[config.mk]
export PLATFORM = sky130hd
export DESIGN_NAME = scrolling_color_bar_noise_generator_top
export DESIGN_NICKNAME = d
export VERILOG_FILES = /design/src/rtl/core/scbn_pkg.sv /design/src/rtl/core/scbn_front.sv /design/src/rtl/core/scbn_queue.sv /design/src/rtl/core/scbn_divider.sv /design/src/rtl/core/scbn_back.sv /design/src/rtl/core/scrolling_color_bar_noise_generator_top.sv
export SDC_FILE = /design/constraint.sdc
export NUM_CORES = 2
export LEC_CHECK = 0
export ABC_AREA = 1
export BUFFER_PORTS_ARGS = -buffer_cell sky130_fd_sc_hd__buf_2
export CAP_MARGIN = 20
export CORE_UTILIZATION = 45
export CTS_CLUSTER_DIAMETER = 30
export DETAILED_ROUTE_END_ITERATION = 10
export GPL_ROUTABILITY_DRIVEN = 0
export SYNTH_ARGS = -nofsm -noshare
export SYNTH_HDL_FRONTEND = slang
export SYNTH_SLANG_ARGS = --single-unit
[constraint.sdc]
create_clock -name clk -period 21.1 [get_ports clk]
set_clock_uncertainty 0.2 [all_clocks]
set_input_delay 1.055 -clock clk [delete_from_list [all_inputs] [get_ports clk]]
set_output_delay 1.055 -clock clk [all_outputs]
set_load 0.02 [all_outputs]
[src/rtl/core/scbn_pkg.sv]
// Shared types, constants and pixel helpers for the scrolling color bar generator.
// No dependencies; imported by every module of the block.
`default_nettype none

package scbn_pkg;

    localparam int BAR_COUNT   = 8;
    localparam int BAR_IDX_W   = 3;
    localparam int DIM_CFG_W   = 13;
    localparam int DVD_W       = 33;   // 2 * frame_number needs 33 bits
    localparam int DIV_CNT_W   = 6;
    localparam int QUEUE_DEPTH = 2;

    localparam logic [31:0] LCG_MUL     = 32'd1664525;
    localparam logic [31:0] LCG_INC     = 32'd1013904223;
    localparam logic [31:0] SEED_MUL    = 32'd2654435761;
    localparam logic [31:0] ALPHA_WORD  = 32'hFF000000;
    localparam logic [7:0]  BAR_LEVEL   = 8'd191;
    localparam int          NOISE_SHIFT = 26;
    localparam int          NOISE_W     = 6;
    localparam logic [9:0]  NOISE_BIAS  = 10'd32;
    localparam logic [9:0]  CHAN_MAX    = 10'd255;

    localparam logic FMT_RGB565 = 1'b0;
    localparam logic FMT_BGRA   = 1'b1;

    localparam logic [12:0] WIDTH_RESET  = 13'd1280;
    localparam logic [12:0] HEIGHT_RESET = 13'd720;

    typedef enum logic [1:0] {
        REG_WIDTH  = 2'd0,
        REG_HEIGHT = 2'd1,
        REG_FORMAT = 2'd2
    } cfg_reg_t;

    typedef struct packed {
        logic [DIM_CFG_W-1:0] frame_width;
        logic [DIM_CFG_W-1:0] frame_height;
        logic                 pixel_format;
    } cfg_t;

    typedef struct packed {
        logic        start;
        logic [31:0] frame_number;
    } cmd_t;

    typedef struct packed {
        logic                 start;
        logic [DIV_CNT_W-1:0] count;
    } div_req_t;

    typedef struct packed {
        logic                 busy;
        logic                 done;
        logic [BAR_IDX_W-1:0] quot_lsb;
    } div_rsp_t;

    typedef enum logic [3:0] {
        ST_RUN    = 4'b0001,
        ST_SCROLL = 4'b0010,
        ST_WRAP   = 4'b0100,
        ST_BAR    = 4'b1000
    } back_state_t;

    typedef struct packed {
        logic [7:0] r;
        logic [7:0] g;
        logic [7:0] b;
    } rgb_t;

    localparam rgb_t BAR_RGB [BAR_COUNT] = '{
        '{BAR_LEVEL, BAR_LEVEL, BAR_LEVEL},
        '{BAR_LEVEL, BAR_LEVEL, 8'd0},
        '{8'd0,      BAR_LEVEL, BAR_LEVEL},
        '{8'd0,      BAR_LEVEL, 8'd0},
        '{BAR_LEVEL, 8'd0,      BAR_LEVEL},
        '{BAR_LEVEL, 8'd0,      8'd0},
        '{8'd0,      8'd0,      BAR_LEVEL},
        '{8'd0,      8'd0,      8'd0}
    };

    function automatic logic [7:0] add_clamp(input logic [7:0] base,
                                             input logic [NOISE_W-1:0] noise);
        logic signed [10:0] s;
        s = $signed({3'b000, base}) + $signed({5'b00000, noise})
            - $signed({1'b0, NOISE_BIAS});
        if (s < 0)
            return 8'd0;
        else if (s > $signed({1'b0, CHAN_MAX}))
            return 8'hFF;
        else
            return s[7:0];
    endfunction

    function automatic logic [31:0] pack_pixel(input logic fmt,
                                               input logic [BAR_IDX_W-1:0] bar,
                                               input logic [NOISE_W-1:0] noise);
        rgb_t base;
        logic [7:0] r;
        logic [7:0] g;
        logic [7:0] b;
        base = BAR_RGB[bar];
        r = add_clamp(base.r, noise);
        g = add_clamp(base.g, noise);
        b = add_clamp(base.b, noise);
        if (fmt == FMT_BGRA)
            return ALPHA_WORD | {8'h00, r, g, b};
        else
            return {16'h0000, r[7:3], g[7:2], b[7:3]};
    endfunction

endpackage

`default_nettype wire

[src/rtl/core/scbn_front.sv]
// Ingress stage: takes input words and turns them into queue commands.
// Depends on scbn_pkg.
`default_nettype none

module scbn_front
    import scbn_pkg::*;
(
    input  wire logic        clk,
    input  wire logic        rst_n,
    input  wire logic        in_valid,
    output logic             in_ready,
    input  wire logic        start_frame,
    input  wire logic [31:0] frame_number,
    output logic             cmd_valid,
    input  wire logic        cmd_ready,
    output cmd_t             cmd
);

    logic valid_reg;
    logic valid_next;
    cmd_t cmd_reg;
    cmd_t cmd_next;
    logic load;

    assign in_ready  = !valid_reg || cmd_ready;
    assign load      = in_valid && in_ready;
    assign cmd_valid = valid_reg;
    assign cmd       = cmd_reg;

    always_comb
    begin
        valid_next = valid_reg;
        cmd_next   = cmd_reg;
        if (valid_reg && cmd_ready)
            valid_next = 1'b0;
        if (load)
        begin
            valid_next            = 1'b1;
            cmd_next.start        = start_frame;
            // frame number only matters on a frame start
            cmd_next.frame_number = start_frame ? frame_number : 32'd0;
        end
    end

    always_ff @(posedge clk or negedge rst_n)
    begin
        if (!rst_n)
            valid_reg <= 1'b0;
        else
            valid_reg <= valid_next;
    end

    always_ff @(posedge clk)
    begin
        cmd_reg <= cmd_next;
    end

endmodule

`default_nettype wire

[src/rtl/core/scbn_queue.sv]
// Short command FIFO between the front and back parts.
// Depends on scbn_pkg.
`default_nettype none

module scbn_queue
    import scbn_pkg::*;
(
    input  wire logic clk,
    input  wire logic rst_n,
    input  wire logic push_valid,
    output logic      push_ready,
    input  wire cmd_t push_cmd,
    output logic      pop_valid,
    input  wire logic pop,
    output cmd_t      head
);

    localparam int PW = (QUEUE_DEPTH > 1) ? $clog2(QUEUE_DEPTH) : 1;
    localparam int NW = $clog2(QUEUE_DEPTH + 1);

    cmd_t            entries [QUEUE_DEPTH];
    logic [PW-1:0]   wr_ptr_reg;
    logic [PW-1:0]   wr_ptr_next;
    logic [PW-1:0]   rd_ptr_reg;
    logic [PW-1:0]   rd_ptr_next;
    logic [NW-1:0]   count_reg;
    logic [NW-1:0]   count_next;
    logic            do_push;
    logic            do_pop;

    assign push_ready = count_reg != NW'(QUEUE_DEPTH);
    assign pop_valid  = count_reg != '0;
    assign do_push    = push_valid && push_ready;
    assign do_pop     = pop && pop_valid;
    assign head       = entries[rd_ptr_reg];

    function automatic logic [PW-1:0] ptr_inc(input logic [PW-1:0] p);
        if (p == PW'(QUEUE_DEPTH - 1))
            return '0;
        else
            return p + PW'(1);
    endfunction

    always_comb
    begin
        wr_ptr_next = do_push ? ptr_inc(wr_ptr_reg) : wr_ptr_reg;
        rd_ptr_next = do_pop ? ptr_inc(rd_ptr_reg) : rd_ptr_reg;
        count_next  = count_reg;
        if (do_push && !do_pop)
            count_next = count_reg + NW'(1);
        else if (do_pop && !do_push)
            count_next = count_reg - NW'(1);
    end

    always_ff @(posedge clk or negedge rst_n)
    begin
        if (!rst_n)
        begin
            wr_ptr_reg <= '0;
            rd_ptr_reg <= '0;
            count_reg  <= '0;
        end
        else
        begin
            wr_ptr_reg <= wr_ptr_next;
            rd_ptr_reg <= rd_ptr_next;
            count_reg  <= count_next;
        end
    end

    always_ff @(posedge clk)
    begin
        if (do_push)
            entries[wr_ptr_reg] <= push_cmd;
    end

endmodule

`default_nettype wire

[src/rtl/core/scbn_divider.sv]
// Restoring divider, one quotient bit per cycle; dividend comes MSB-aligned.
// Depends on scbn_pkg.
`default_nettype none

module scbn_divider
    import scbn_pkg::*;
#(
    parameter int DW = 13
)
(
    input  wire logic           clk,
    input  wire logic           rst_n,
    input  wire div_req_t       req,
    input  wire logic [DVD_W-1:0] dividend,
    input  wire logic [DW-1:0]  divisor,
    output div_rsp_t            rsp,
    output logic [DW-1:0]       remainder
);

    logic                 busy_reg;
    logic                 busy_next;
    logic                 done_reg;
    logic                 done_next;
    logic [DIV_CNT_W-1:0] cnt_reg;
    logic [DIV_CNT_W-1:0] cnt_next;
    logic [DVD_W-1:0]     dvd_reg;
    logic [DVD_W-1:0]     dvd_next;
    logic [DW-1:0]        rem_reg;
    logic [DW-1:0]        rem_next;
    logic [DW:0]          trial;
    logic [DW:0]          diff;
    logic                 ge;

    assign trial = {rem_reg, dvd_reg[DVD_W-1]};
    assign ge    = trial >= {1'b0, divisor};
    assign diff  = trial - {1'b0, divisor};

    always_comb
    begin
        busy_next = busy_reg;
        done_next = 1'b0;
        cnt_next  = cnt_reg;
        dvd_next  = dvd_reg;
        rem_next  = rem_reg;
        if (req.start && !busy_reg)
        begin
            busy_next = 1'b1;
            cnt_next  = req.count;
            dvd_next  = dividend;
            rem_next  = '0;
        end
        else if (busy_reg)
        begin
            // quotient bits shift in behind the dividend bits
            dvd_next = {dvd_reg[DVD_W-2:0], ge};
            rem_next = ge ? diff[DW-1:0] : trial[DW-1:0];
            cnt_next = cnt_reg - DIV_CNT_W'(1);
            if (cnt_reg == DIV_CNT_W'(1))
            begin
                busy_next = 1'b0;
                done_next = 1'b1;
            end
        end
    end

    always_ff @(posedge clk or negedge rst_n)
    begin
        if (!rst_n)
        begin
            busy_reg <= 1'b0;
            done_reg <= 1'b0;
            cnt_reg  <= '0;
        end
        else
        begin
            busy_reg <= busy_next;
            done_reg <= done_next;
            cnt_reg  <= cnt_next;
        end
    end

    always_ff @(posedge clk)
    begin
        dvd_reg <= dvd_next;
        rem_reg <= rem_next;
    end

    assign rsp.busy     = busy_reg;
    assign rsp.done     = done_reg;
    assign rsp.quot_lsb = dvd_reg[BAR_IDX_W-1:0];
    assign remainder    = rem_reg;

endmodule

`default_nettype wire

[src/rtl/core/scbn_back.sv]
// Execution part: raster counters, bar lookup per line, noise generator, output register.
// Depends on scbn_pkg and scbn_divider.
`default_nettype none

module scbn_back
    import scbn_pkg::*;
#(
    parameter int MAX_DIMENSION = 4096
)
(
    input  wire logic        clk,
    input  wire logic        rst_n,
    input  wire cfg_t        cfg,
    input  wire logic        cfg_write,
    input  wire logic        q_valid,
    input  wire cmd_t        head,
    output logic             q_pop,
    output logic             out_valid,
    input  wire logic        out_ready,
    output logic [31:0]      pixel_word,
    output logic             end_of_line,
    output logic             end_of_frame
);

    localparam int CW = $clog2(MAX_DIMENSION);
    localparam int DW = $clog2(MAX_DIMENSION + 1);

    back_state_t          state_reg;
    back_state_t          state_next;
    logic [CW-1:0]        col_reg;
    logic [CW-1:0]        col_next;
    logic [CW-1:0]        row_reg;
    logic [CW-1:0]        row_next;
    logic [31:0]          seed_reg;
    logic [31:0]          seed_next;
    logic [CW-1:0]        scroll_reg;
    logic [CW-1:0]        scroll_next;
    logic [BAR_IDX_W-1:0] bar_reg;
    logic [BAR_IDX_W-1:0] bar_next;
    logic                 bar_valid_reg;
    logic                 bar_valid_next;
    logic                 setup_done_reg;
    logic                 setup_done_next;
    logic                 out_valid_reg;
    logic                 out_valid_next;
    logic [NOISE_W-1:0]   noise_reg;
    logic [NOISE_W-1:0]   noise_next;
    logic [BAR_IDX_W-1:0] out_bar_reg;
    logic [BAR_IDX_W-1:0] out_bar_next;
    logic                 eol_reg;
    logic                 eol_next;
    logic                 eof_reg;
    logic                 eof_next;

    logic [DW-1:0]        w_eff;
    logic [DW-1:0]        h_eff;
    logic [DW-1:0]        bar_h;
    logic [CW-1:0]        col_use;
    logic [CW-1:0]        row_use;
    logic [DW-1:0]        row_inc;
    logic                 eol;
    logic                 eof;
    logic                 out_free;
    logic [31:0]          lcg_step;
    logic [DW:0]          pos_sum;
    logic [DW:0]          pos;

    div_req_t             div_req;
    div_rsp_t             div_rsp;
    logic [DVD_W-1:0]     div_dividend;
    logic [DW-1:0]        div_divisor;
    logic [DW-1:0]        div_rem;

    always_comb
    begin
        if (cfg.frame_width == '0)
            w_eff = DW'(1);
        else if ({19'd0, cfg.frame_width} > 32'(MAX_DIMENSION))
            w_eff = DW'(MAX_DIMENSION);
        else
            w_eff = DW'(cfg.frame_width);
        if (cfg.frame_height == '0)
            h_eff = DW'(1);
        else if ({19'd0, cfg.frame_height} > 32'(MAX_DIMENSION))
            h_eff = DW'(MAX_DIMENSION);
        else
            h_eff = DW'(cfg.frame_height);
        bar_h = h_eff >> $clog2(BAR_COUNT);
        if (bar_h == '0)
            bar_h = DW'(1);
    end

    // a size change may leave the counters outside the frame
    assign col_use  = (DW'(col_reg) >= w_eff) ? '0 : col_reg;
    assign row_use  = (DW'(row_reg) >= h_eff) ? '0 : row_reg;
    assign row_inc  = DW'(row_use) + DW'(1);
    assign eol      = DW'(col_use) == (w_eff - DW'(1));
    assign eof      = eol && (DW'(row_use) == (h_eff - DW'(1)));
    assign out_free = !out_valid_reg || out_ready;
    assign lcg_step = seed_reg * LCG_MUL + LCG_INC;
    assign pos_sum  = (DW+1)'(div_rem) + (DW+1)'(row_use);
    assign pos      = (pos_sum >= (DW+1)'(h_eff)) ? pos_sum - (DW+1)'(h_eff) : pos_sum;

    assign div_divisor = (state_reg == ST_BAR) ? bar_h : h_eff;

    always_comb
    begin
        state_next      = state_reg;
        col_next        = col_reg;
        row_next        = row_reg;
        seed_next       = seed_reg;
        scroll_next     = scroll_reg;
        bar_next        = bar_reg;
        bar_valid_next  = bar_valid_reg;
        setup_done_next = setup_done_reg;
        out_valid_next  = out_valid_reg && !out_ready;
        noise_next      = noise_reg;
        out_bar_next    = out_bar_reg;
        eol_next        = eol_reg;
        eof_next        = eof_reg;
        q_pop           = 1'b0;
        div_req.start   = 1'b0;
        div_req.count   = DIV_CNT_W'(CW);
        div_dividend    = {scroll_reg, {(DVD_W-CW){1'b0}}};

        unique case (state_reg)
            ST_RUN:
            begin
                if (q_valid)
                begin
                    if (head.start && !setup_done_reg)
                    begin
                        col_next       = '0;
                        row_next       = '0;
                        seed_next      = head.frame_number * SEED_MUL;
                        bar_valid_next = 1'b0;
                        div_req.start  = 1'b1;
                        div_req.count  = DIV_CNT_W'(DVD_W);
                        div_dividend   = {head.frame_number, 1'b0};
                        state_next     = ST_SCROLL;
                    end
                    else if (!bar_valid_reg)
                    begin
                        // scroll mod height first, then row position / bar height
                        div_req.start = 1'b1;
                        state_next    = ST_WRAP;
                    end
                    else if (out_free)
                    begin
                        seed_next       = lcg_step;
                        noise_next      = lcg_step[NOISE_SHIFT +: NOISE_W];
                        out_bar_next    = bar_reg;
                        eol_next        = eol;
                        eof_next        = eof;
                        out_valid_next  = 1'b1;
                        q_pop           = 1'b1;
                        setup_done_next = 1'b0;
                        if (eol)
                        begin
                            col_next       = '0;
                            row_next       = (row_inc >= h_eff) ? '0 : CW'(row_inc);
                            bar_valid_next = 1'b0;
                        end
                        else
                        begin
                            col_next = CW'(DW'(col_use) + DW'(1));
                        end
                    end
                end
            end
            ST_SCROLL:
            begin
                if (div_rsp.done)
                begin
                    scroll_next     = CW'(div_rem);
                    setup_done_next = 1'b1;
                    state_next      = ST_RUN;
                end
            end
            ST_WRAP:
            begin
                if (div_rsp.done)
                begin
                    div_req.start = 1'b1;
                    div_dividend  = {CW'(pos), {(DVD_W-CW){1'b0}}};
                    state_next    = ST_BAR;
                end
            end
            ST_BAR:
            begin
                if (div_rsp.done)
                begin
                    bar_next       = div_rsp.quot_lsb;
                    bar_valid_next = 1'b1;
                    state_next     = ST_RUN;
                end
            end
            default:
            begin
                state_next = ST_RUN;
            end
        endcase

        if (cfg_write)
            bar_valid_next = 1'b0;
    end

    scbn_divider #(
        .DW (DW)
    ) u_div (
        .clk       (clk),
        .rst_n     (rst_n),
        .req       (div_req),
        .dividend  (div_dividend),
        .divisor   (div_divisor),
        .rsp       (div_rsp),
        .remainder (div_rem)
    );

    always_ff @(posedge clk or negedge rst_n)
    begin
        if (!rst_n)
        begin
            state_reg      <= ST_RUN;
            col_reg        <= '0;
            row_reg        <= '0;
            seed_reg       <= '0;
            scroll_reg     <= '0;
            bar_reg        <= '0;
            bar_valid_reg  <= 1'b0;
            setup_done_reg <= 1'b0;
            out_valid_reg  <= 1'b0;
        end
        else
        begin
            state_reg      <= state_next;
            col_reg        <= col_next;
            row_reg        <= row_next;
            seed_reg       <= seed_next;
            scroll_reg     <= scroll_next;
            bar_reg        <= bar_next;
            bar_valid_reg  <= bar_valid_next;
            setup_done_reg <= setup_done_next;
            out_valid_reg  <= out_valid_next;
        end
    end

    always_ff @(posedge clk)
    begin
        noise_reg   <= noise_next;
        out_bar_reg <= out_bar_next;
        eol_reg     <= eol_next;
        eof_reg     <= eof_next;
    end

    assign out_valid    = out_valid_reg;
    assign pixel_word   = pack_pixel(cfg.pixel_format, out_bar_reg, noise_reg);
    assign end_of_line  = eol_reg;
    assign end_of_frame = eof_reg;

endmodule

`default_nettype wire

[src/rtl/core/scrolling_color_bar_noise_generator_top.sv]
// Top level of the scrolling color bar generator: config registers and part wiring.
// Depends on scbn_pkg, scbn_front, scbn_queue and scbn_back.
//
//  channel   direction  handshake                payload
//  input     in         in_valid / in_ready      start_frame, frame_number
//  result    out        out_valid / out_ready    pixel_word, end_of_line, end_of_frame
//  config    in         cfg_write                cfg_index, cfg_data
//
// A pixel whose line bar is known goes from the run state straight into the output register.
// The first pixel of a line runs the shared bit-serial divider twice
// (scroll mod height, then position / bar height).
// A frame start adds a run of 33 divider steps for (2*frame) mod height.
// Reset clears all counters, the seed and the queue; no clearing pass.
// A stalled output holds one word while the queue and the front register take three more.
`default_nettype none

module scrolling_color_bar_noise_generator_top
    import scbn_pkg::*;
#(
    parameter int MAX_DIMENSION = 4096
)
(
    input  wire logic        clk,
    input  wire logic        rst_n,
    input  wire logic        cfg_write,
    input  wire logic [1:0]  cfg_index,
    input  wire logic [12:0] cfg_data,
    input  wire logic        in_valid,
    output logic             in_ready,
    input  wire logic        start_frame,
    input  wire logic [31:0] frame_number,
    output logic             out_valid,
    input  wire logic        out_ready,
    output logic [31:0]      pixel_word,
    output logic             end_of_line,
    output logic             end_of_frame
);

    cfg_t cfg_reg;
    cfg_t cfg_next;
    logic cmd_valid;
    logic cmd_ready;
    cmd_t cmd;
    logic q_valid;
    logic q_pop;
    cmd_t q_head;

    always_comb
    begin
        cfg_next = cfg_reg;
        if (cfg_write)
        begin
            unique case (cfg_reg_t'(cfg_index))
                REG_WIDTH:  cfg_next.frame_width  = cfg_data;
                REG_HEIGHT: cfg_next.frame_height = cfg_data;
                REG_FORMAT: cfg_next.pixel_format = cfg_data[0];
                default:    cfg_next = cfg_reg;
            endcase
        end
    end

    always_ff @(posedge clk or negedge rst_n)
    begin
        if (!rst_n)
        begin
            cfg_reg.frame_width  <= WIDTH_RESET;
            cfg_reg.frame_height <= HEIGHT_RESET;
            cfg_reg.pixel_format <= FMT_RGB565;
        end
        else
        begin
            cfg_reg <= cfg_next;
        end
    end

    scbn_front u_front (
        .clk          (clk),
        .rst_n        (rst_n),
        .in_valid     (in_valid),
        .in_ready     (in_ready),
        .start_frame  (start_frame),
        .frame_number (frame_number),
        .cmd_valid    (cmd_valid),
        .cmd_ready    (cmd_ready),
        .cmd          (cmd)
    );

    scbn_queue u_queue (
        .clk        (clk),
        .rst_n      (rst_n),
        .push_valid (cmd_valid),
        .push_ready (cmd_ready),
        .push_cmd   (cmd),
        .pop_valid  (q_valid),
        .pop        (q_pop),
        .head       (q_head)
    );

    scbn_back #(
        .MAX_DIMENSION (MAX_DIMENSION)
    ) u_back (
        .clk          (clk),
        .rst_n        (rst_n),
        .cfg          (cfg_reg),
        .cfg_write    (cfg_write),
        .q_valid      (q_valid),
        .head         (q_head),
        .q_pop        (q_pop),
        .out_valid    (out_valid),
        .out_ready    (out_ready),
        .pixel_word   (pixel_word),
        .end_of_line  (end_of_line),
        .end_of_frame (end_of_frame)
    );

    a_eof_has_eol: assert property (@(posedge clk) disable iff (!rst_n)
        out_valid |-> (!end_of_frame || end_of_line))
        else $error("end of frame without end of line");

    a_bgra_alpha: assert property (@(posedge clk) disable iff (!rst_n)
        (out_valid && cfg_reg.pixel_format == FMT_BGRA) |-> (pixel_word[31:24] == 8'hFF))
        else $error("BGRA word without opaque alpha");

    a_rgb565_upper: assert property (@(posedge clk) disable iff (!rst_n)
        (out_valid && cfg_reg.pixel_format == FMT_RGB565) |-> (pixel_word[31:16] == 16'h0000))
        else $error("RGB565 word with upper bits set");

endmodule

`default_nettype wire

Word-level counts from Yosys, hierarchy flattened
Memories as Yosys holds them, arrays and structs flattened.
Index checks and enable logic that the tools add are counted.

storage, ports and cells
  input bits = 53
  memories kept = 2
  ROM bits = 192
  bits in registers = 208
  memory bits (writable) = 66
  output and inout port bits = 36
  logic and storage cells = 218

cells by class
  bitwise gates (word level) = 2
  equal/unequal tests = 20
  $add $sub $neg = 19
  muxes and demuxes = 89
  $mul = 2
  reductions and logical operators = 43
  order comparisons = 14

memory list
  memory            words  width  read ports  clocked after Yosys merged registers in  write ports  RTL line          text
  (name not given)  8      24     1           0                                        0            scbn_pkg.sv:102   base = BAR_RGB[bar];
  u_queue.entries   2      33     1           0                                        1            scbn_queue.sv:21  cmd_t entries [QUEUE_DEPTH];

operators with widths
  cell                    count
  $mux 33                 5
  $mux 12                 12
  $mux 32                 4
  $mux 13                 6
  $pmux 33 s2             1
  $mux 24                 2
  $mux 8                  6
  $logic_not 13->1        3
  $mux 1                  36
  $gt 11x9->1 const B     3
  $lt 11x1->1 const B     3
  $add 32x30->32 const B  1
  $mul 32x21->32 const B  1
  $mul 32x32->32 const B  1
  $sub 9x6->10 const B    3
  $ge 14x13->1            2
  $add 8x6->9             3
  $eq 12x13->1            2
  $ge 12x13->1            2
  $gt 13x13->1 const B    2
  $sub 13x1->13 const B   2
  $mux 6                  4
  $mux 4                  5
  $reduce_bool 2->1       8
  other kinds (39)        72

Logic depth before layout (Yosys ltp)
  word-level depth = 13
  depth in mapped cells = 42
  mapped depth without buffers = 40

Modules after synthesis
Synthesis repeated with hierarchy kept, for this count alone.

unflattened totals
  cell total of the unflattened synthesis = 4136
  area, all modules = 34207.8 µm²

by module, submodules not included
  module                                   cells an instance  area an instance (µm²)  sequential area each (µm²)  instances
  scbn_back                                3248               25578.3                 2283.4                      1
  scbn_divider                             458                3443.3                  1451.4                      1
  scbn_queue                               201                2703.8                  2082.0                      1
  scbn_front                               106                1310.0                  1016.0                      1
  scrolling_color_bar_noise_generator_top  123                1172.4                  683.2                       1

Least setup slack after synthesis
Ideal clock, no wire load.

  path type = register -> register
  from = reg u_queue.rd_ptr_reg
  to = reg u_back.seed_reg[29]
  buffers on the path = 4
  arrival time = 7290 ps
  stages on the path, launching flop included = 29
  data required time = 20776 ps
  path slack = 13486 ps
  path through = dfrtp_1 -> buf_2 -> buf_1 -> clkbuf_1 -> clkbuf_1 -> nand2_1 -> nand2_1 -> fa_1 -> fa_1 -> fa_1 -> fa_1 -> inv_1 -> fa_1 -> inv_1 -> fa_1 -> fa_1 -> fa_1 -> ha_1 -> a21oi_1 -> o21ai_0 -> a21oi_1 -> nand3_1 -> nand3_1 -> nand2_1 -> a31oi_1 -> xor2_1 -> nand2_1 -> o211ai_1 -> nand2_1

on the way
  cells in the longest elaborated chain, start to end = 4

ends and longest elaborated chain
  element                                                 RTL line          text
  start, declared                                         scbn_queue.sv:24  logic [PW-1:0] rd_ptr_reg;
  start signal, assigned                                  scbn_queue.sv:66  rd_ptr_reg <= rd_ptr_next;
  $mem_v2 2x33 (*)                                        n/a
  branches (longest 3 deep; another with $mul 32x32->32)  n/a
  end signal, assigned                                    scbn_back.sv:239  seed_reg <= seed_next;
  end, declared                                           scbn_back.sv:34   logic [31:0] seed_reg;

Mark *: on every way between the ends.
A chain may end at the register's enable or synchronous reset.

Final worst setup path
  from = reg u_queue.rd_ptr_reg
  to = reg u_back.seed_reg[28]

The elaborated chain is that of the path after synthesis.

==> impl_metrics.json <==
{
  "design.die.area_sq_um": 74100,
  "drt-initial-drc-count": 1415,
  "worst_setup_hold_path_clk_slew_ns": 0.05,
  "drt_first_pass_iters": 6,
  "routed_wirelength_mm": 83.9,
  "syn_to_final_growth_pct": 12.3,
  "core-area_sq_um": 71900,
  "setup-violations-final": 0,
  "max_cap_viol_count": 0,
  "die_height_um": 272,
  "timing.setup.tns_ns": 0,
  "vias": 24900,
  "yosysTopAreaCell": "sky130_fd_sc_hd__fa_1",
  "yosysWarnings": 0,
  "grt_start_max_net_pins": 69,
  "cts_buffers": 71,
  "clkSinkCount": 274,
  "routed-wl-met2_mm": 38.4,
  "drive_gt1_share_pct": 8.06,
  "largest_reg_flops": 66,
  "antenna-diode-count": 0,
  "n_fill_cell": 6849,
  "worst-endpoint-arrival_ns": 9.01,
  "postSynth.asyncResetShare_pct": 43.1,
  "gr-usage-all-layers_pct": 23.5,
  "worstSetupEndpointType": "flip-flop",
  "synth_area_per_cell_sq_um": 8.63,
  "worstSetupPathType": "flip-flop to flip-flop",
  "detail_route.vias_per_cell": 5.05,
  "timing_worst_slew_pin_value_ns": 0.995,
  "worstHoldPathType": "flip-flop to flip-flop",
  "finish.net_count": 4774,
  "timing.critical_path.fanout_max": 36,
  "achievable-frequency_mhz": 114,
  "finalWorstPathRequiredPeriod_ns": 8.75,
  "vias_in_the_first_global_route": 25700,
  "port_buffers": 88,
  "timing.critical_path.from_type": "flip-flop",
  "routed_wire_length_per_instance_um": 17.1,
  "post-synth-top-area-fraction_pct": 21.3,
  "synthesis.area_sq_um": 32800,
  "dr_wl_met3_mm": 3.69,
  "setup.reg_to_reg.worst_slack_ns": 12.35,
  "report.final.slew_viol_count": 0,
  "syn_nets": 4670,
  "synth_seq_area_share_pct": 22.9,
  "number_of_antenna_violations_at_the_first_check_in_global_routing": 0,
  "final_critical_path_setup_slack_ns": 12.35,
  "placementRows": 98,
  "synth_top_flop_cell": "sky130_fd_sc_hd__edfxtp_1",
  "final_antenna_net_count": 0,
  "finalCoreUtilization_pct": 51.3,
  "placed_area_sq_um": 34300,
  "detailedPlace.worstSlack_ns": 12.36,
  "ys_top_cells_by_area": "sky130_fd_sc_hd__fa_1, sky130_fd_sc_hd__ha_1, sky130_fd_sc_hd__edfxtp_1, sky130_fd_sc_hd__inv_1, sky130_fd_sc_hd__dfrtp_1",
  "detail_route.drc_violations": 0,
  "met1_length_mm": 39.9,
  "slew-limit-headroom_pct": 33.6,
  "io_pins": 89,
  "final_hold_viol_count": 0,
  "ctsHoldBuffers": 0,
  "syn-instance-count": 3805,
  "rsz0062_at_grt": "false",
  "htree_levels": 3,
  "clock_latency_reported_for_the_late_side_of_the_worst_skew_pair_ns": 0.62,
  "cp_data_required_time_ns": 21.36,
  "floorplan.initialDensity_pct": 45.7,
  "dr.max_layer_used": "met4",
  "outcome": "complete, no violations",
  "globalRouteOverflowTotal": 0,
  "max-clock-path-buffers": 3,
  "synth_enable_flop_cells": 143,
  "synth_seq_cells": 274,
  "number_of_different_library_cells_in_the_post_synthesis_netlist": 56,
  "die_w_um": 272,
  "grt_first_pass_wirelength_mm": 137,
  "final_min_period_over_clock_period_pct": 41.5,
  "dpl.hpwl_mm": 68.2,
  "clock_tree_from_tritoncts": "done",
  "final_area_sq_um": 36900,
  "cts_root_buf": "sky130_fd_sc_hd__clkbuf_16",
  "cts.repair_timing.setup_buffer_count": 0,
  "cts_resized": 0
}
[synth_stat cells, types with 4 or more instances]
cell	count
sky130_fd_sc_hd__fa_1	349
sky130_fd_sc_hd__a22o_1	11
sky130_fd_sc_hd__dfrtp_1	111
sky130_fd_sc_hd__nor2_2	7
sky130_fd_sc_hd__dfstp_2	7
sky130_fd_sc_hd__nor3_1	20
sky130_fd_sc_hd__or2_2	26
sky130_fd_sc_hd__edfxtp_1	143
sky130_fd_sc_hd__nand2_1	637
sky130_fd_sc_hd__and3_1	6
sky130_fd_sc_hd__a21o_1	8
sky130_fd_sc_hd__a21oi_1	184
sky130_fd_sc_hd__nor2_1	200
sky130_fd_sc_hd__nand3_1	131
sky130_fd_sc_hd__a221oi_1	4
sky130_fd_sc_hd__xor2_1	70
sky130_fd_sc_hd__buf_2	4
sky130_fd_sc_hd__o22ai_1	17
sky130_fd_sc_hd__buf_4	9
sky130_fd_sc_hd__inv_1	839
sky130_fd_sc_hd__a31oi_1	23
sky130_fd_sc_hd__buf_6	5
sky130_fd_sc_hd__clkbuf_1	51
sky130_fd_sc_hd__nand4_1	45
sky130_fd_sc_hd__o211ai_1	13
sky130_fd_sc_hd__xnor2_1	65
sky130_fd_sc_hd__nor2_4	4
sky130_fd_sc_hd__nand2_2	16
sky130_fd_sc_hd__nor4_1	11
sky130_fd_sc_hd__dfxtp_1	13
sky130_fd_sc_hd__a21boi_0	5
sky130_fd_sc_hd__nand3b_1	9
sky130_fd_sc_hd__o21bai_1	13
sky130_fd_sc_hd__inv_2	5
sky130_fd_sc_hd__o21ai_2	14
sky130_fd_sc_hd__ha_1	463
sky130_fd_sc_hd__o21ai_1	7
sky130_fd_sc_hd__o21ai_0	226
[layer usage]
layer / up-vias / global-route usage, %
met5: - / 0
met4: 0 / 6.43
met3: 107 / 2.94
met2: 546 / 38.4
met1: 11800 / 32.8
li1: 12400 / -
[critical path, cell delays in order (launching register included)]
cell,delay (ns)
sky130_fd_sc_hd__dfrtp_1,0.32
sky130_fd_sc_hd__buf_4,0.34
sky130_fd_sc_hd__inv_1,0.52
sky130_fd_sc_hd__or2_2,0.46
sky130_fd_sc_hd__o21ai_0,0.18
sky130_fd_sc_hd__inv_1,0.37
sky130_fd_sc_hd__fa_1,0.58
sky130_fd_sc_hd__fa_1,0.46
sky130_fd_sc_hd__fa_1,0.53
sky130_fd_sc_hd__fa_1,0.53
sky130_fd_sc_hd__fa_1,0.52
sky130_fd_sc_hd__inv_1,0.05
sky130_fd_sc_hd__fa_1,0.46
sky130_fd_sc_hd__fa_1,0.54
sky130_fd_sc_hd__inv_1,0.05
sky130_fd_sc_hd__fa_1,0.48
sky130_fd_sc_hd__ha_1,0.36
sky130_fd_sc_hd__nand2_1,0.10
sky130_fd_sc_hd__nor4_1,0.46
sky130_fd_sc_hd__nand4_1,0.33
sky130_fd_sc_hd__nand3_1,0.24
sky130_fd_sc_hd__a31o_2,0.17
sky130_fd_sc_hd__or2_2,0.09
sky130_fd_sc_hd__nand3_1,0.05
sky130_fd_sc_hd__nand3_1,0.10
sky130_fd_sc_hd__nand2_1,0.06
[kinds of logic after synthesis]
| kind of cell | after synthesis | synth area share [%] |
|---|---|---|
| AO/OA/AOI/OAI | 545 | 9.31 |
| buffers and inverters | 919 | 10.7 |
| adder cells (fa/ha/maj) | 812 | 38.9 |
| AND/OR/NAND/NOR | 1120 | 14.5 |
| flip-flops | 274 | 22.9 |
| XOR/XNOR | 135 | 3.60 |
[layout by cell type (no fill, tap or decap), drive strengths merged, types with 3 or more instances in the layout]
| cell type | n |
|---|---|
| a211oi | 3 |
| xor2 | 70 |
| nand2 | 655 |
| a221oi | 4 |
| o21ai | 247 |
| nand4 | 45 |
| nand3b | 9 |
| bufinv | 12 |
| dfstp | 7 |
| fa | 349 |
| dfrtp | 111 |
| a21boi | 5 |
| nor2 | 211 |
| buf | 103 |
| or2 | 29 |
| a31oi | 23 |
| and3 | 6 |
| ha | 463 |
| inv | 855 |
| o21bai | 13 |
| clkinv | 23 |
| dfxtp | 13 |
| nand3 | 132 |
| nor3 | 21 |
| o22ai | 17 |
| o211ai | 13 |
| clkinvlp | 8 |
| a31o | 3 |
| a22o | 11 |
| a21o | 8 |
| nor4 | 11 |
| edfxtp | 143 |
| xnor2 | 65 |
| a21oi | 187 |
| clkbuf | 81 |
[path summary, 6_finish.rpt]
path,startpoint,to,cells after the start
max,u_queue.rd_ptr_reg$_DFFE_PN0P_,u_back.seed_reg[28]$_DFFE_PN0P_,25
min,u_front.cmd[15]$_SDFFCE_PN0P_,u_queue.entries[1][15]$_DFFE_PP_,0
max reg2reg,u_queue.rd_ptr_reg$_DFFE_PN0P_,u_back.seed_reg[28]$_DFFE_PN0P_,25
min reg2reg,u_front.cmd[15]$_SDFFCE_PN0P_,u_queue.entries[1][15]$_DFFE_PP_,0
max in group asynchronous,rst_n,u_back.seed_reg[16]$_DFFE_PN0P_,2
min in group asynchronous,rst_n,cfg_reg[13]$_DFFE_PN0P_,1
[area by class of cell]
cell class | count | area [sq um] | share of cell area [%]
multi-input cells | 2612 | 21800 | 59.2
flip-flops and latches | 274 | 7520 | 20.4
inverters | 847 | 3180 | 8.63
clock buffers | 81 | 1880 | 5.09
well taps | 950 | 1190 | 3.22
clock inverters | 51 | 724 | 1.96
repair buffers | 103 | 556 | 1.51
[per-stage QoR]
| step | hold slack [ns] | instances |
|---|---|---|
| floorplan | 0.221 | 3805 |
| global placement | 0.222 | 4786 |
| detailed placement | 0.230 | 4786 |
| CTS | 0.230 | 4918 |
| global route | 0.241 | 4918 |
| finish | 0.239 | 4918 |
Power is left out: the tool's default activity adds up to more than one toggle a clock period on the data nets, which glitch-free logic cannot reach.
